<file path="config.mk">
export PLATFORM = sky130hd
export DESIGN_NAME = hdrc_queue
export DESIGN_NICKNAME = d
export VERILOG_FILES = /design/src/hdrc_pkg.sv /design/src/hdrc_queue.sv
export SDC_FILE = /design/constraint.sdc
export NUM_CORES = 1
export LEC_CHECK = 0
export BUFFER_PORTS_ARGS = -buffer_cell sky130_fd_sc_hd__buf_2
export CAP_MARGIN = 20
export CORE_ASPECT_RATIO = 0.75
export CORE_UTILIZATION = 30
export DETAILED_ROUTE_END_ITERATION = 10
export GPL_ROUTABILITY_DRIVEN = 0
export HOLD_SLACK_MARGIN = 0.12
export PLACE_DENSITY = 0.5
export REMOVE_ABC_BUFFERS = 1
export SLEW_MARGIN = 20
export SYNTH_ARGS = -nofsm -noshare
export SYNTH_HDL_FRONTEND = slang
export SYNTH_SLANG_ARGS = --single-unit
</file>
<file path="constraint.sdc">
create_clock -name clk -period 1.86 [get_ports clk]
set_input_delay 0.558 -clock clk [delete_from_list [all_inputs] [get_ports clk]]
set_output_delay 0.558 -clock clk [all_outputs]
set_load 0.1 [all_outputs]
</file>
<file path="src/hdrc_pkg.sv">
package hdrc_pkg;

	// Operation codes carried by an item.
	typedef enum logic [1:0] {
		FUNC_LOOKUP       = 2'd0,
		FUNC_INSERT       = 2'd1,
		FUNC_INVALIDATE   = 2'd2,
		FUNC_CLEAR_COUNTS = 2'd3
	} func_t;

	// Status codes; anything above STATUS_IMPOSSIBLE is not cached.
	localparam logic [1:0] STATUS_OK         = 2'd0;
	localparam logic [1:0] STATUS_IMPOSSIBLE = 2'd1;

	localparam int BOARD_BITS        = 64;
	localparam int KEY_BITS          = 48;
	localparam int CNT_BITS          = 32;
	localparam int PORT_PAYLOAD_BITS = 32;
	localparam int CFG_BITS          = 4;
	localparam int MIN_INDEX_BITS    = 8;

	localparam logic [CFG_BITS-1:0] INDEX_BITS_RESET = 4'd12;

	// Finalizer constants.
	localparam logic [63:0] MIX_ADD  = 64'h9e3779b97f4a7c15;
	localparam logic [63:0] MIX_MUL1 = 64'hbf58476d1ce4e5b9;
	localparam logic [63:0] MIX_MUL2 = 64'h94d049bb133111eb;
	localparam int MIX_SH1 = 30;
	localparam int MIX_SH2 = 27;
	localparam int MIX_SH3 = 31;

	// Queue between the hash front and the memory back.
	localparam int QDEPTH    = 8;
	localparam int QPTR_BITS = 3;
	localparam int QCNT_BITS = 4;

	typedef struct packed {
		func_t                         func;
		logic [BOARD_BITS-1:0]         board;
		logic [KEY_BITS-1:0]           key;
		logic [1:0]                    status;
		logic [PORT_PAYLOAD_BITS-1:0]  payload;
	} op_t;

	typedef struct packed {
		logic pop;
		logic clearing;
	} back_stat_t;

endpackage

</file>
<file path="src/hdrc_queue.sv">
module hdrc_queue #(
	parameter int W = 8
) (
	input  logic         clk,
	input  logic         arst_n,
	input  logic         push,
	input  logic [W-1:0] push_data,
	input  logic         pop,
	output logic         not_empty,
	output logic [W-1:0] head_data
);
	import hdrc_pkg::*;

	logic [W-1:0]           mem_q [QDEPTH];
	logic [QPTR_BITS-1:0]   head_q, tail_q;
	logic [QCNT_BITS-1:0]   cnt_q;

	always_ff @(posedge clk) begin
		if (push) begin
			mem_q[tail_q] <= push_data;
		end
	end

	always_ff @(posedge clk or negedge arst_n) begin
		if (!arst_n) begin
			head_q <= '0;
			tail_q <= '0;
			cnt_q  <= '0;
		end else begin
			if (push) begin
				tail_q <= tail_q + QPTR_BITS'(1);
			end
			if (pop) begin
				head_q <= head_q + QPTR_BITS'(1);
			end
			if (push && !pop) begin
				cnt_q <= cnt_q + QCNT_BITS'(1);
			end else if (pop && !push) begin
				cnt_q <= cnt_q - QCNT_BITS'(1);
			end
		end
	end

	assign not_empty = (cnt_q != '0);
	assign head_data = mem_q[head_q];

`ifndef SYNTHESIS
	a_no_overflow: assert property (@(posedge clk) disable iff (!arst_n)
		push |-> (cnt_q != QCNT_BITS'(QDEPTH)))
		else $error("queue pushed while full");
	a_no_underflow: assert property (@(posedge clk) disable iff (!arst_n)
		pop |-> (cnt_q != '0))
		else $error("queue popped while empty");
`endif

endmodule

</file>
# After elaboration in Yosys (flattened, before gate mapping)
# Memory sizes are Yosys's and may differ from the RTL's.
# Index checks and enable logic that the tools add are counted.
# word_totals
n_memories	1
elab_cells	18
output_inout_bits	9
reg_bits	10
input_bits	12
ramBits	64
# classes
n_mux	4
n_addsub	4
reduce_logical	6
# memory_table
name	words	word_bits	rd	rd_ports_with_merged_regs	write_ports	line_no	rtl
mem_q	8	8	1	0	1	hdrc_queue.sv:14	logic [W-1:0] mem_q [QDEPTH];
# op_table
cell	n
4-bit 2-to-1 mux	2
3-bit by 1-bit adder with 3-bit output (second input constant)	2
4-bit by 1-bit adder with 4-bit output (second input constant)	1
4-bit nonzero test	1
4-bit by 1-bit subtractor with 4-bit output (second input constant)	1
1-bit logical AND	2
1-bit logical NOT	2
1-bit 2-to-1 mux	2
2-bit nonzero test	1

# Longest topological paths before layout
# depth
word_depth	4
ltp_mapped	7
ltp_nobuf	7

# Worst setup path after synthesis
# Ideal clock, no wire load.
# synth_timing
path_type	register -> output
startpoint	reg head_q[0]
endpoint	out head_data[0]
path_slack_ns	-0.327
arrival_ns	1.629
n_path_buf	2
path_stages_with_launch	5
cell_sequence	dfrtp_1 > buf_6 > buf_12 > mux4_1 > mux2_2
# synth_via
elab_chain_cells	1
# synth_lines
element	line_no	rtl
start: declaration	hdrc_queue.sv:15	logic [QPTR_BITS-1:0] head_q, tail_q;
start signal: assignment	hdrc_queue.sv:34	head_q <= head_q + QPTR_BITS'(1);
memory read 8 x 8 bit	--	
end: declaration	hdrc_queue.sv:10	output logic [W-1:0] head_data
# No other way between the ends.

# Final worst setup path
# Same ends and word-level chain as after synthesis.

==> flow_summary.toml <==
[final_layout]
diodes = 0
area_delta_synth_final_pct = 32.8
regArea_um2 = 2170
drive_above_1_share_pct = 46.3
final_cell_mix = "edfxtp_1 (64), buf_4 (31), mux4_2 (16), buf_2 (11), buf_12 (11)"
fillers = 865
final_common_cell = "edfxtp_1"
nets = 232
multiInputGateArea_um2 = 841

[detailed_routing]
drtIter0Drc = 63
totalWireLength_mm = 6.15
drtPass1Iterations = 4
drcViolationCount = 0
wl_per_cell_um = 17.6
viasPerCell = 4.57
vias = 1601
ant_nets = 0

[global_routing]
grt_pass1_vias = 1714
grt_pass1_wl_mm = 9.46
track_usage_pct = 12.8
grt_max_degree = 13
overflow = 0
antenna_found_initial = 0

[timing]
setup_viol = 9
post-route-min-period_ns = 2.48
hold-worst-slack_ns = 0.502
timing.final.ws_setup_ns = -0.622
rsz0062_at_grt = "yes"
worstMarginPinSlew_ns = 0.303
fin_skew_ns = 0.00379
max_slew_margin_pct = 79.6
hold_viol = 0
drv_slew = 0
fin_crit_sh_pct = 133
max_freq_mhz = 403

[synth]
syn_area_um2 = 3080
synthMuxAreaShare_pct = 18.0
postSynth.asyncResetShare_pct = 13.5
yosys.area_share.simple_pct = 3.82
synth_area_leaders = "edfxtp_1 (62%), mux4_1 (14%), dfrtp_1 (8.1%), mux2_2 (4.0%), ha_1 (2.0%)"
yosysTopAreaCell = "edfxtp_1"
synth-main-ff-cell = "edfxtp_1"
synth-xor-area-share_pct = 1.71
syn_inst = 152
ys_types = 26
synth_top_family_by_area = "multiplexers"
synth_fa_ha_area_share_pct = 2.69
synth_compound_area_share_pct = 1.34
yosysSeqAreaShare_pct = 70.6
yosysTopAreaCellShare_pct = 62.5
yosysWarnings = 0
synth-seq-cells = 74
synth_edf_count = 64
avgSynthCellArea_um2 = 20.2

[run_status]
violations = "setup timing"
outcome = "finished with violations"

[worst_setup_path]
crit_cells = 5
cpLargestDelayFamily = "multiplexers"
startpoint_type = "flop"
max_stage_delay_ns = 0.50
cp_max_fo = 6
critPathRequiredTime_ns = 1.30
critPathKind = "reg -> out"
critical_path_buf_inv_count = 3
end_kind = "primary output"
reg2regPathDepth = 5
crit_slowest_cell = "mux4_2"
worstPathCellList = "buf_4 > buf_16 > mux4_2 > mux2_4 > buf_12"
cp.arrival_ns = 1.92

[placement]
place_hpwl_mm = 4.14
io_buffer_count = 20
place_ws_ns = -0.402

[die]
boundaryPins = 21
row_count = 31
core_area_um2 = 9810
start_util_pct = 31.3
die-area_um2 = 10700
die_y_um = 89.7
die_w_um = 119

[clocking]
cts_tree = "done"
clk_latency_ns = 0.33
cts.sinks = 74
path_clk_slew_ns = 0.05
htreeDepth = 3
cts_buffer_depth = 2
numCtsBuffers = 9
cts-root-buf = "clkbuf_16"

[min_path]
hp-class = "in -> reg"
hold_path_depth = 1

[job]
maxCapViolCount = 0
## timing repair
action	4_1_cts	5_1_grt
cloned	1	0
resized for setup	64	3
hold endpoints to repair	10	0
buffers inserted	3	0
setup endpoints to repair	9	10
hold buffers	1	0
pin swaps	1	2
## cell type report
class | instances | area share (%)
Sequential cell | 74 | 53.2
Clock inverter | 6 | 2.60
Tap cell | 132 | 4.04
Inverter | 2 | 0.184
Timing Repair Buffer | 57 | 13.9
Multi-Input combinational cell | 70 | 20.6
Clock buffer | 9 | 5.51
## registers in the layout, summed over array words and instances (netlist names)
signal and flops:
tail_q 3, head_q 3, mem_q 64, cnt_q 4
## cell usage after synthesis (2+ instances only)
master	number
ha_1	5
nand2_1	6
nand3_1	2
mux4_1	16
xnor2_1	4
clkbuf_1	3
xor2_1	2
dfrtp_1	10
nor2_1	6
nand2b_1	3
mux2_2	11
o211ai_1	2
edfxtp_1	64
a21oi_1	2
nor3_1	3
inv_1	2
or4_1	2
## layer usage
metal  track usage [%]  vias to the layer above  wire length [um]
met3              3.98                        2               190
met1              16.7                      838              2980
met2              20.4                       28              2970
li1                  -                      733                 -
met5                 0                        -                 0
met4              4.49                        0                 8
## logic make-up after synthesis
| family | Yosys count |
|---|---|
| DFF | 74 |
| buffers and inverters | 8 |
| AOI/OAI and AO/OA | 6 |
| adders and majority gates | 6 |
| xor gates and xnor gates | 6 |
| muxes | 28 |
| and+or+nand+nor | 24 |
## per-stage QoR
stage	utilization (%)	cells	cell area, um^2	setup TNS [ns]
4_1_cts	41.4	350	4070	-4.95
6_report	41.6	350	4090	-4.84
3_5_place_dp	36.3	330	3560	-3.21
5_1_grt	41.6	350	4090	-5.33
3_3_place_gp	36.3	330	3560	-2.95
2_1_floorplan	-	146	3030	-4.46
## worst paths after layout
path                              start            to  slack [ns]
max                           head_q[0]  head_data[0]       -0.62
min in group asynchronous        arst_n      cnt_q[1]        0.62
min reg2reg                   tail_q[2]     tail_q[2]        0.56
max in group asynchronous        arst_n     head_q[1]        1.05
max reg2reg                    cnt_q[2]      cnt_q[3]        0.31
min                        push_data[0]   mem_q[0][0]        0.50
Power is left out: the tool's default activity adds up to more than one toggle a clock period on the data nets, which glitch-free logic cannot reach.
