$ cat config.mk
export PLATFORM = sky130hd
export DESIGN_NAME = hdrc_hash
export DESIGN_NICKNAME = d
export VERILOG_FILES = /design/src/hdrc_pkg.sv /design/src/hdrc_hash.sv
export SDC_FILE = /design/constraint.sdc
export NUM_CORES = 2
export LEC_CHECK = 0
export BUFFER_PORTS_ARGS = -buffer_cell sky130_fd_sc_hd__buf_4
export CORE_MARGIN = 2
export CORE_UTILIZATION = 45
export CTS_CLUSTER_DIAMETER = 60
export DETAILED_ROUTE_END_ITERATION = 6
export SKIP_LAST_GASP = 1
export SLEW_MARGIN = 10
export SYNTH_ARGS = -nofsm -noshare
export SYNTH_HDL_FRONTEND = slang
export SYNTH_SLANG_ARGS = --single-unit
export TNS_END_PERCENT = 10
$ cat constraint.sdc
create_clock -name clk -period 8.4 [get_ports clk]
set_input_delay 0.84 -clock clk [delete_from_list [all_inputs] [get_ports clk]]
set_output_delay 0.84 -clock clk [all_outputs]
set_load 0.02 [all_outputs]
$ cat src/hdrc_pkg.sv
package hdrc_pkg;

	// Operation codes carried by an item.
	typedef enum logic [1:0] {
		FUNC_LOOKUP       = 2'd0,
		FUNC_INSERT       = 2'd1,
		FUNC_INVALIDATE   = 2'd2,
		FUNC_CLEAR_COUNTS = 2'd3
	} func_t;

	// Status codes; anything above STATUS_IMPOSSIBLE is not cached.
	localparam logic [1:0] STATUS_OK         = 2'd0;
	localparam logic [1:0] STATUS_IMPOSSIBLE = 2'd1;

	localparam int BOARD_BITS        = 64;
	localparam int KEY_BITS          = 48;
	localparam int CNT_BITS          = 32;
	localparam int PORT_PAYLOAD_BITS = 32;
	localparam int CFG_BITS          = 4;
	localparam int MIN_INDEX_BITS    = 8;

	localparam logic [CFG_BITS-1:0] INDEX_BITS_RESET = 4'd12;

	// Finalizer constants.
	localparam logic [63:0] MIX_ADD  = 64'h9e3779b97f4a7c15;
	localparam logic [63:0] MIX_MUL1 = 64'hbf58476d1ce4e5b9;
	localparam logic [63:0] MIX_MUL2 = 64'h94d049bb133111eb;
	localparam int MIX_SH1 = 30;
	localparam int MIX_SH2 = 27;
	localparam int MIX_SH3 = 31;

	// Queue between the hash front and the memory back.
	localparam int QDEPTH    = 8;
	localparam int QPTR_BITS = 3;
	localparam int QCNT_BITS = 4;

	typedef struct packed {
		func_t                         func;
		logic [BOARD_BITS-1:0]         board;
		logic [KEY_BITS-1:0]           key;
		logic [1:0]                    status;
		logic [PORT_PAYLOAD_BITS-1:0]  payload;
	} op_t;

	typedef struct packed {
		logic pop;
		logic clearing;
	} back_stat_t;

endpackage

$ cat src/hdrc_hash.sv
module hdrc_hash #(
	parameter int DEPTH_LOG2 = 12
) (
	input  logic                          clk,
	input  logic                          arst_n,
	input  logic                          in_valid,
	input  hdrc_pkg::op_t                 in_op,
	input  logic [hdrc_pkg::CFG_BITS-1:0] index_bits,
	output logic                          out_valid,
	output hdrc_pkg::op_t                 out_op,
	output logic [DEPTH_LOG2-1:0]         out_idx
);
	import hdrc_pkg::*;

	logic        v_s1, v_s2, v_s3, v_s4, v_s5;
	op_t         op_s1, op_s2, op_s3, op_s4, op_s5;
	logic [63:0] x_d, h0_d, y_d, h_d, f_d;
	logic [63:0] x_s1, z_s3;
	logic [63:0] ll_s2, ll_s4;
	logic [31:0] hl_s2, lh_s2, hl_s4, lh_s4;
	logic [DEPTH_LOG2-1:0] mask_d, idx_s5;

	// Stage 1: add, xor and first shift-xor.
	assign h0_d = in_op.board ^ (64'(in_op.key) + MIX_ADD);
	assign x_d  = h0_d ^ (h0_d >> MIX_SH1);

	// Stage 3: recombine the partial products of the first multiply.
	assign y_d = ll_s2 + {hl_s2 + lh_s2, 32'b0};

	// Stage 5: recombine the second multiply and fold down to an index.
	assign h_d = ll_s4 + {hl_s4 + lh_s4, 32'b0};
	assign f_d = h_d ^ (h_d >> MIX_SH3);

	always_comb begin
		for (int i = 0; i < DEPTH_LOG2; i++) begin
			mask_d[i] = (i < MIN_INDEX_BITS) || (i < int'(index_bits));
		end
	end

	always_ff @(posedge clk or negedge arst_n) begin
		if (!arst_n) begin
			v_s1 <= 1'b0;
			v_s2 <= 1'b0;
			v_s3 <= 1'b0;
			v_s4 <= 1'b0;
			v_s5 <= 1'b0;
		end else begin
			v_s1 <= in_valid;
			v_s2 <= v_s1;
			v_s3 <= v_s2;
			v_s4 <= v_s3;
			v_s5 <= v_s4;
		end
	end

	always_ff @(posedge clk) begin
		op_s1 <= in_op;
		x_s1  <= x_d;

		op_s2 <= op_s1;
		ll_s2 <= 64'(x_s1[31:0]) * 64'(MIX_MUL1[31:0]);
		hl_s2 <= x_s1[63:32] * MIX_MUL1[31:0];
		lh_s2 <= x_s1[31:0] * MIX_MUL1[63:32];

		op_s3 <= op_s2;
		z_s3  <= y_d ^ (y_d >> MIX_SH2);

		op_s4 <= op_s3;
		ll_s4 <= 64'(z_s3[31:0]) * 64'(MIX_MUL2[31:0]);
		hl_s4 <= z_s3[63:32] * MIX_MUL2[31:0];
		lh_s4 <= z_s3[31:0] * MIX_MUL2[63:32];

		op_s5  <= op_s4;
		idx_s5 <= f_d[DEPTH_LOG2-1:0] & mask_d;
	end

	assign out_valid = v_s5;
	assign out_op    = op_s5;
	assign out_idx   = idx_s5;

endmodule

* Word level (Yosys, flattened, before mapping)
Cells that the tools add are included.
** Storage, ports and cells
- Memories kept :: 0
- Bits in latches :: 0
- Bits in registers :: 1075
- RAM bits :: 0
- Word-level logic and storage cells :: 59
- ROM bits :: 0
- Bits of input ports :: 155
** Cells by class
- Eq/ne operators :: 0
- Div/mod/pow operators :: 0
- Bitwise operators :: 5
- Magnitude comparators :: 4
- Reductions and logical operators :: 0
- Shifts and indexed selects :: 0
- Multiplexer cells :: 0
- Multiply operators :: 6
- Add/sub/neg operators :: 5
** Operator list (count)
- adder 48 x 64 -> 64 bit (second input constant) :: 1
- adder 61 x 64 -> 64 bit :: 1
- XOR 64 x 34 -> 64 bit :: 1
- XOR 64 x 37 -> 64 bit :: 1
- XOR 64 bit :: 1
- multiplier 32 x 29 -> 61 bit (second input constant) :: 1
- adder 43 bit :: 1
- multiplier 32 x 29 -> 43 bit (second input constant) :: 1
- adder 32 bit :: 1
- multiplier 32 x 29 -> 11 bit (second input constant) :: 1
- multiplier 32 x 29 -> 32 bit (second input constant) :: 1
- multiplier 32 x 32 -> 11 bit (second input constant) :: 1
- multiplier 32 x 32 -> 32 bit (second input constant) :: 1
- less-than comparator 4 bit (first input constant) :: 4
- bitwise AND 12 bit :: 1
- XOR 12 bit :: 1
- adder 11 bit :: 1

* Depth between registers and ports, before layout
- Word-level depth :: 4
- Gate-level depth with buffers :: 27
- Mapped depth without buffers :: 26

* Worst setup path before layout
OpenSTA, ideal clock, no wires.
- Path kind :: register to register
- Start point :: register x_s1[19]
- End point :: register ll_s2[58]
- Data required time :: 8.276 ns
- Stages on the path, launching flop included :: 26
- Arrival :: 6.803 ns
- Buffers on the path :: 0
- Slack :: 1.473 ns
- Cells stage by stage :: dfxtp_1 > ha_1 > fa_1 > inv_1 > fa_1 > inv_1 > fa_1 > inv_1 > fa_1 > fa_1 > inv_1 > fa_1 > inv_1 > fa_1 > inv_1 > ha_1 > and3_1 > and2_1 > nand4_1 > o21ai_2 > a21oi_1 > o31a_2 > or4_1 > o211ai_1 > o41ai_2 > xnor2_1
** Between the ends
- Cells in the longest elaborated chain, start to end :: 1
** RTL lines
- start: declaration :: RTL line hdrc_hash.sv:18 : logic [63:0] x_s1, z_s3;
- start signal: assignment :: RTL line hdrc_hash.sv:58 : x_s1 <= x_d;
- multiplier 32 x 29 -> 61 bit :: RTL line hdrc_hash.sv:61 : ll_s2 <= 64'(x_s1[31:0]) * 64'(MIX_MUL1[31:0]);
- end signal: assignment :: RTL line hdrc_hash.sv:61
- end: declaration :: RTL line hdrc_hash.sv:19 : logic [63:0] ll_s2, ll_s4;
Every way passes these cells.

* Worst setup path in the final report
- Start point :: register x_s1[15]
- End point :: register ll_s2[37]
Same word-level chain as after synthesis.

==> results_dict.tcl <==
set metrics [dict create \
    num_vias 44810 \
    area_growth_syn_to_layout_pct 13.0 \
    clockBufferDepth 3 \
    drt_pre_antenna_iters 5 \
    clock_skew_ns 0.0730 \
    fin_setup_tns_ns 0 \
    ios 316 \
    cts_root_buf "clkbuf_16" \
    drive_gt1_share_pct 9.17 \
    antenna_found_initial 4 \
    syn_inst 6582 \
    yosysWarnings 0 \
    relSlewSlack_pct 15.9 \
    clock_latency_ns 0.78 \
    synth-edff-count 0 \
    numPortBuffers 315 \
    dp_hpwl_um 180000 \
    critPathMaxFanout 10 \
    netlist_area_mm2 0.0741 \
    path_class "flip-flop to flip-flop" \
    start_util_pct 45.4 \
    avgSynthCellArea_um2 11.3 \
    routedWlPerCell_um 21.7 \
    clk_pin_slew_ns 0.06 \
    avgViaCountPerCell 4.79 \
    synth_seq_cells 1025 \
    grt.total_usage_pct 24.6 \
    worstPathRequired_ns 8.97 \
    grt_overflow 0 \
    setup_viol 0 \
    ant_nets 0 \
    cts-buffers-inserted 112 \
    core-area_mm2 0.163 \
    finalCritPeriodShare_pct 94.6 \
    ys.flop_type "dfxtp_1" \
    crit_path_end_kind "flip-flop" \
    final_max_slew_viol_count 0 \
    arrival_ns 8.52 \
    grt_max_degree 18 \
    rows 148 \
    dieArea_mm2 0.168 \
    htreeDepth 3 \
    finalCriticalPeriod_ns 7.95 \
    antennaDiodeCount 0 \
    die_h_um 410 \
    synth_async_sr_flop_share_pct 0.488 \
    grt_pass1_wl_um 304000 \
    cts_tree "yes" \
    hold_viol_final 0 \
    startpoint_type "flip-flop" \
    die_x_um 410 \
    nNetsFinal 9467 \
    seq_area_frac_synth_pct 27.7 \
    ctsHoldBuffers 1 \
    clock.fmax_mhz 126 \
    place_congestion 0.999 \
    hold_class "input pin to flip-flop" \
    rsz0062_at_grt "false" \
    yosys.cell_types.count 92 \
    drc 0 \
    worst_slew_pin_slew_ns 1.25 \
    grt_pass1_vias 48400 \
    drt_iter0_drc 2358 \
    cap_viol_max_count 0 \
    postCtsSetupBuffers 0 \
    cts_sinks 1025 \
    syn_nets 8959 \
    status "completed" \
    cts-resized-gates 0 \
    wirelength_um 203000 \
]
-- critical path: stages, from the launching register on --
cell and delay (ns):
dfxtp_1 0.96, ha_1 0.42, inv_1 0.17, fa_1 0.44
inv_1 0.11, fa_1 0.43, ha_1 0.29, inv_1 0.05
fa_1 0.50, inv_1 0.05, fa_1 0.49, fa_1 0.50
inv_1 0.09, fa_1 0.49, inv_1 0.05, ha_1 0.37
a21o_1 0.19, a21o_1 0.17, a21oi_1 0.24, nand2_1 0.11
a2111oi_1 0.56, o31ai_1 0.23, nand3_1 0.14, a21boi_0 0.08
or2_2 0.32, nor3b_1 0.20, a311oi_1 0.07
-- per-layer routing --
| layer | wire length [um] | global-route usage (%) | part of all wire (%) |
|---|---|---|---|
| met5 | 28 | 0 | 0.014 |
| met4 | 6650 | 7.71 | 3.3 |
| met3 | 10600 | 4.49 | 5.2 |
| met1 | 89000 | 32.5 | 44 |
| met2 | 96900 | 41.1 | 48 |
-- state kept, by name, indices dropped and copies added, names as in the netlist --
name / flops
hl_s2: 32
lh_s4: 11
v_s2: 1
z_s3: 43
out_valid: 1
v_s4: 1
ll_s2: 59
op_s1: 148
v_s1: 1
op_s3: 148
lh_s2: 32
x_s1: 59
v_s3: 1
ll_s4: 21
out_idx: 12
hl_s4: 11
op_s4: 148
op_s2: 148
out_op: 148
-- cells in the final DEF, fill, tap and decap left out, types with 25 or more instances in the layout --
cell,instances
a21o_1,121
o21bai_1,38
a21oi_1,185
nand3_1,33
inv_1,1813
o21ai_0,66
xnor2_1,375
nor3_1,25
clkbuf_16,112
nor2b_1,26
ha_1,1103
dfxtp_1,1020
fa_1,1119
nor2_1,149
nand2_1,91
xor2_1,117
buf_4,400
o21a_1,36
-- metrics by stage --
step | hold WS [ns] | std cells | utilization, % | area (um2) | setup slack, ns
after floorplan | 0.310 | 6582 | - | 74100 | 1.47
after global placement | 0.310 | 9150 | 48.9 | 79800 | 0.518
after detailed placement | 0.312 | 9150 | 48.9 | 79800 | 0.545
after CTS | 0.0746 | 9360 | 51.3 | 83700 | 0.490
after global routing | 0.110 | 9360 | 51.3 | 83700 | 0.158
final | 0.162 | 9360 | 51.3 | 83700 | 0.454
-- Yosys cell counts (4+ instances only) --
library cell	n	area share, %
inv_1	1813	9.2
fa_1	1119	30
ha_1	1103	19
dfxtp_1	1020	28
xnor2_1	375	4.4
a21oi_1	185	1.2
nor2_1	149	0.75
a21o_1	121	1.2
xor2_1	117	1.4
nand2_1	91	0.46
o21ai_0	66	0.45
o21bai_1	38	0.39
o21a_1	36	0.36
nand3_1	33	0.22
nor2b_1	26	0.22
nor3_1	25	0.17
nand2b_1	24	0.20
and3_1	18	0.15
nand4_1	14	0.12
a211oi_1	12	0.12
a31oi_1	10	0.084
and2_1	9	0.076
o211ai_1	9	0.091
o21ai_1	8	0.054
or2_2	8	0.068
or3_1	8	0.068
a31o_2	7	0.083
o2111ai_1	7	0.083
a221o_1	6	0.081
o21ai_2	6	0.071
o31ai_1	6	0.061
clkbuf_1	5	0.025
dfrtp_1	5	0.17
and4_1	4	0.047
-- final timing paths --
kind | depth (start not counted) | slack, ns | end | start
worst min-delay path | 1 | 0.16 | op_s1[13] | in_op[13]
min in group asynchronous | 2 | 0.40 | v_s1 | arst_n
worst min register to register | 0 | 0.31 | op_s2[8] | op_s1[8]
worst max register to register | 26 | 0.45 | ll_s2[37] | x_s1[15]
worst max-delay path | 26 | 0.45 | ll_s2[37] | x_s1[15]
max in group asynchronous | 2 | 7.89 | v_s4 | arst_n
-- cell type report --
class,instances,area [um2]
Clock buffer,142,3120
Clock inverter,67,832
Fill cell,14783,79400
Inverter,1813,6810
Multi-Input combinational cell,3737,46700
Sequential cell,1025,20500
Tap cell,2175,2720
Timing Repair Buffer,401,3010
-- cell families after synthesis --
| group | Yosys count | share of synthesized area, % |
|---|---|---|
| adder cells (fa/ha/maj) | 2222 | 48.9 |
| XOR/XNOR | 495 | 5.89 |
| buffers and inverters | 1820 | 9.22 |
| AO/OA/AOI/OAI | 591 | 5.49 |
| AND/OR/NAND/NOR | 429 | 2.80 |
| flip-flops | 1025 | 27.7 |
Power is not shown: default switching activity piles up to over one toggle a cycle in this logic, so the estimate is an artifact.
